<file path="src/rtl/core/qslerp_pkg.sv">
// shared constants, types and helpers for the slerp core
`default_nettype none
package qslerp_pkg;

  localparam int CORDIC_STEPS = 16;
  localparam int ONE_Q15 = 32768;
  localparam logic [31:0] GAIN_INV = 32'd652032874;

  localparam logic [0:0] ADDR_THRESHOLD = 1'b0;

  function automatic logic signed [33:0] atan_q30(input int idx);
    logic signed [33:0] r;
    case (idx)
      0: r = 34'sd843314856;
      1: r = 34'sd497837829;
      2: r = 34'sd263043836;
      3: r = 34'sd133525158;
      4: r = 34'sd67021686;
      5: r = 34'sd33543515;
      6: r = 34'sd16775850;
      7: r = 34'sd8388437;
      8: r = 34'sd4194282;
      9: r = 34'sd2097149;
      10: r = 34'sd1048575;
      11: r = 34'sd524287;
      12: r = 34'sd262143;
      13: r = 34'sd131071;
      14: r = 34'sd65535;
      15: r = 34'sd32767;
      16: r = 34'sd16383;
      17: r = 34'sd8191;
      18: r = 34'sd4095;
      19: r = 34'sd2047;
      20: r = 34'sd1023;
      21: r = 34'sd511;
      22: r = 34'sd255;
      23: r = 34'sd127;
      24: r = 34'sd63;
      25: r = 34'sd31;
      26: r = 34'sd15;
      27: r = 34'sd8;
      28: r = 34'sd4;
      29: r = 34'sd2;
      30: r = 34'sd1;
      default: r = 34'sd0;
    endcase
    return r;
  endfunction

endpackage
`default_nettype wire

</file>
<file path="src/rtl/core/qslerp_sqrt.sv">
// pipelined integer square root, one result bit per stage, 64-bit radicand
`default_nettype none
module qslerp_sqrt (
  input  wire logic        clk,
  input  wire logic        adv,
  input  wire logic [63:0] rad,
  output logic      [31:0] root
);
  import qslerp_pkg::*;

  // restoring method: stage s settles root bit 31-s
  logic [63:0] rem_r [33];
  logic [31:0] q_r   [33];

  always_comb begin
    rem_r[0] = rad;
    q_r[0] = '0;
  end

  for (genvar s = 0; s < 32; s++) begin : g_st
    logic [63:0] trial;
    logic [63:0] rem_n;
    logic [31:0] q_n;
    always_comb begin
      trial = ({32'd0, q_r[s]} << (32 - s)) | (64'd1 << (62 - 2 * s));
      if (rem_r[s] >= trial) begin
        rem_n = rem_r[s] - trial;
        q_n = q_r[s] | (32'd1 << (31 - s));
      end else begin
        rem_n = rem_r[s];
        q_n = q_r[s];
      end
    end
    always_ff @(posedge clk) begin
      if (adv) begin
        rem_r[s+1] <= rem_n;
        q_r[s+1] <= q_n;
      end
    end
  end

  assign root = q_r[32];
endmodule
`default_nettype wire

</file>
<file path="config.mk">
export PLATFORM = sky130hd
export DESIGN_NAME = qslerp_sqrt
export DESIGN_NICKNAME = d
export VERILOG_FILES = /design/src/rtl/core/qslerp_pkg.sv /design/src/rtl/core/qslerp_sqrt.sv
export SDC_FILE = /design/constraint.sdc
export NUM_CORES = 2
export LEC_CHECK = 0
export CAP_MARGIN = 20
export CORE_MARGIN = 2
export CORE_UTILIZATION = 56
export DETAILED_ROUTE_END_ITERATION = 6
export DONT_BUFFER_PORTS = 1
export PLACE_DENSITY = 0.68
export SYNTH_ARGS = -nofsm -noshare
export SYNTH_HDL_FRONTEND = slang
export SYNTH_SLANG_ARGS = --single-unit
</file>
<file path="constraint.sdc">
create_clock -name clk -period 4.9 [get_ports clk]
set_clock_uncertainty 0.15 [all_clocks]
set_input_delay 0.49 -clock clk [delete_from_list [all_inputs] [get_ports clk]]
set_output_delay 0.49 -clock clk [all_outputs]
set_load 0.05 [all_outputs]
</file>
==> summary.txt <==
Synth Cell Area: 0.120 mm2
fmax: 215 MHz
R2R depth: 11
postcts setup bufs: 0
Hold Vio Cnt, Final: 0
Area Growth Syn to Fin: 11.4%
worst hold path type: in2reg
Power Density: 473 mW/mm2
mux cell area share after synthesis: 0.0107
vias post-DR: 75999
buffers plus inverters on the worst setup path: 6
via-per-instance ratio: 5.91
RSZ-0062 raised after global routing: false
pre-CTS setup slack: -2220 ps
busiest grt layer: met2
clk_lat worst skew: 930 ps
Die Height: 467 um
Post-Synth XOR/XNOR Area: 0.0645
global placement routability congestion: 0.914
largest net degree at the start of global routing: 273
final setup vio count: 0
Distinct cells, synth: 89
Final Critical Period: 4650 ps
EDFF count, synth: 2512
Top FF cell, synth: edfxtp_1
failing checks: slew limit
post-layout util: 0.626
Num CTS Buffers: 284
syn_nets: 10152
Compound-Gate Fraction of Synth Area: 0.0928
std cell rows: 170
CTS root buf: clkbuf_16
simple-gate portion of the synthesized area: 0.118
Max VDD drop: 0.000370 V
Tot Pwr: 63300 uW
Placed Cells incl. Taps: 12279
# nets final: 10437
Worst R2R End: rem_r[443]
Ys Warns: 0
max incr delay on CP: 780 ps
maximum root-to-sink buffer count: 4
Final Non-Filler Cells: 12852
clock transition at the registers of the reported paths: 60 ps
CP Data Required Time: 5290 ps
buffers added on ports: 0
crit path DAT: 5030 ps
Hold Path Depth: 1
Finished Cell Area: 0.134 mm2
critical path type: in2reg
WL/cell: 21.4 um
First DRT Iteration DRCs: 7280
Leak: 0.0504 uW
DR pass1 iterations: 6
Mean Syn Cell Area: 12.6 um2
antenna violations before repair: 6
CP delay by family, top: buffers and inverters
Setup crit start kind: input pin
initial core utilization: 0.562
largest fanout on the critical path: 260
Syn Inst Count: 9528
Setup WS post-layout: 253 ps
asr flop ratio synth: 0
GR met3 Demand/Resource: 0.0330
RR Startpoint: rem_r[485]
total grt overflow: 0
Reg2Reg Setup Slack: 330 ps
max cap viols: 0
hold path endpoint: rem_r[1146]
status: finished with violations
final slew viol count: 157
fin crit share: 0.948
dpl cell area: 0.124 mm2
share of layout cells above drive strength 1: 0.0653
num ports: 98
Synth Area in Adders: 0.0581
Post-Route WL: 275000 um
remaining antenna violation count: 0
vias in the first global route: 73316
die width: 467 um
core footprint: 0.214 mm2
first-pass GRT wire length: 422000 um
synthesis-stage register bit count: 2512
HPWL after DPL: 200000 um
worst hold start: adv
top-area cell type share of the netlist area: 0.628
worst relative slew slack: -0.0474
CTS tree: done
Die ar.: 0.218 mm2
critical path endpoint category: flop
largest family of logic cells by synthesized area: simple AND/OR/NAND/NOR gates
total track usage: 0.249
Remaining DRCs: 0
Most common cell on crit path: buf_16
Worst Tran Pin Value: 1570 ps
post-synthesis sequential area ratio: 0.628
post-synth top area cell: edfxtp_1
# H-tree levels: 5
CTS sink cnt: 2512
crit path cell chain: dlygate4sd3_1, buf_16, buf_16, buf_16, buf_16, buf_16
met1 Usage GRT: 0.352
met2 Use GR: 0.406
synth top area cells: edfxtp_1 (63%), ha_1 (5.8%), xnor2_1 (3.8%)
Worst path slowest cell: buf_16
==> metrics by stage <==
step                      hold WS (ps)  TNS, ps
after floorplan                    267        0
after CTS                        0.124        0
after detailed placement           277  -854130
after global routing              28.1        0
final                             22.2        0
after global placement             272  -757140
==> per-layer routing <==
layer	wire [um]	vias to the layer above
li1	-	36169
met1	122000	37155
met2	131000	2235
met3	14900	440
met4	7050	0
met5	0	-
==> how the worst max path moves through the flow <==
stage | startpoint | to | slack (ps) | cells after the start
global placement | adv | root[29] | -2070 | 6
floorplan | rem_r[225] | rem_r[177] | 850 | 12
global route | adv | rem_r[158] | 4 | 6
detailed placement | adv | rem_r[121] | -2220 | 6
finish | adv | rem_r[1942] | 250 | 6
CTS | adv | rem_r[158] | 30 | 6
==> power by group <==
group	internal (uW)	total, uW	switching [uW]	leakage (uW)
sequential	27400	29600	2260	0.0242
combinational	5570	13300	7770	0.0219
clock	12100	20300	8190	0.00432
==> cell families (layout without fill, tap and decap cells) <==
group           count (synthesis)  after routing
fa+ha+maj                     558            558
other cells                     0              4
mux                           116            116
buf+inv                       894           1376
compound gates               1796           1796
simple gates                 2767           2767
flops                        2512           2512
xor+xnor                      885            885
==> cell type report <==
| class | instances | area [um2] |
|---|---|---|
| multi-input cells | 6122 | 41400 |
| fillers | 16327 | 80100 |
| diodes | 4 | 10.0 |
| clock inverters | 153 | 1400 |
| clock buffers | 330 | 7450 |
| inverters | 715 | 2680 |
| flip-flops and latches | 2512 | 75400 |
| repair buffers | 178 | 1900 |
| well taps | 2838 | 3550 |
==> sequential cells by signal, summed over array words and instances (netlist names) <==
register / cells
g_st.trial: 496
root: 32
rem_r: 1984
==> cells in the mapped netlist (104+ instances only) <==
master / number
a21o_1: 232
nand3_1: 161
ha_1: 558
o21a_1: 104
nand2b_1: 104
nand4_1: 148
xnor2_1: 515
a21oi_1: 607
o21ai_0: 412
nor3_1: 239
nand2_1: 623
nor2_1: 633
inv_1: 710
xor2_1: 370
clkbuf_1: 151
edfxtp_1: 2512
nor4_1: 327
==> worst reg2reg max path, stage by stage (launching register included) <==
cell	delay [ps]
edfxtp_1	390
ha_1	400
nand4b_1	270
or3b_2	530
or4_1	630
nand3_1	280
or3_1	190
o21ai_4	100
nor4_1	400
or3b_1	560
nor4_1	290
xor2_1	120
==> layout by cell type (no fill, tap or decap), types with 239 or more instances in the layout <==
cell type	Yosys	routed
edfxtp_1	2512	2512
xnor2_1	515	515
nor3_1	239	239
nor4_1	327	326
a21oi_1	607	605
xor2_1	370	370
inv_1	710	710
nor2_1	633	633
clkbuf_16	0	293
ha_1	558	558
o21ai_0	412	412
nand2_1	623	622
==> repair_timing <==
action                                  CTS  global route
hold buffers                             81             0
gates resized for setup                   0             0
endpoints found under the setup margin  497           242
gates cloned                              3             1
hold endpoints to repair                182             0
No activity file was read; power rests on OpenSTA's default activity.
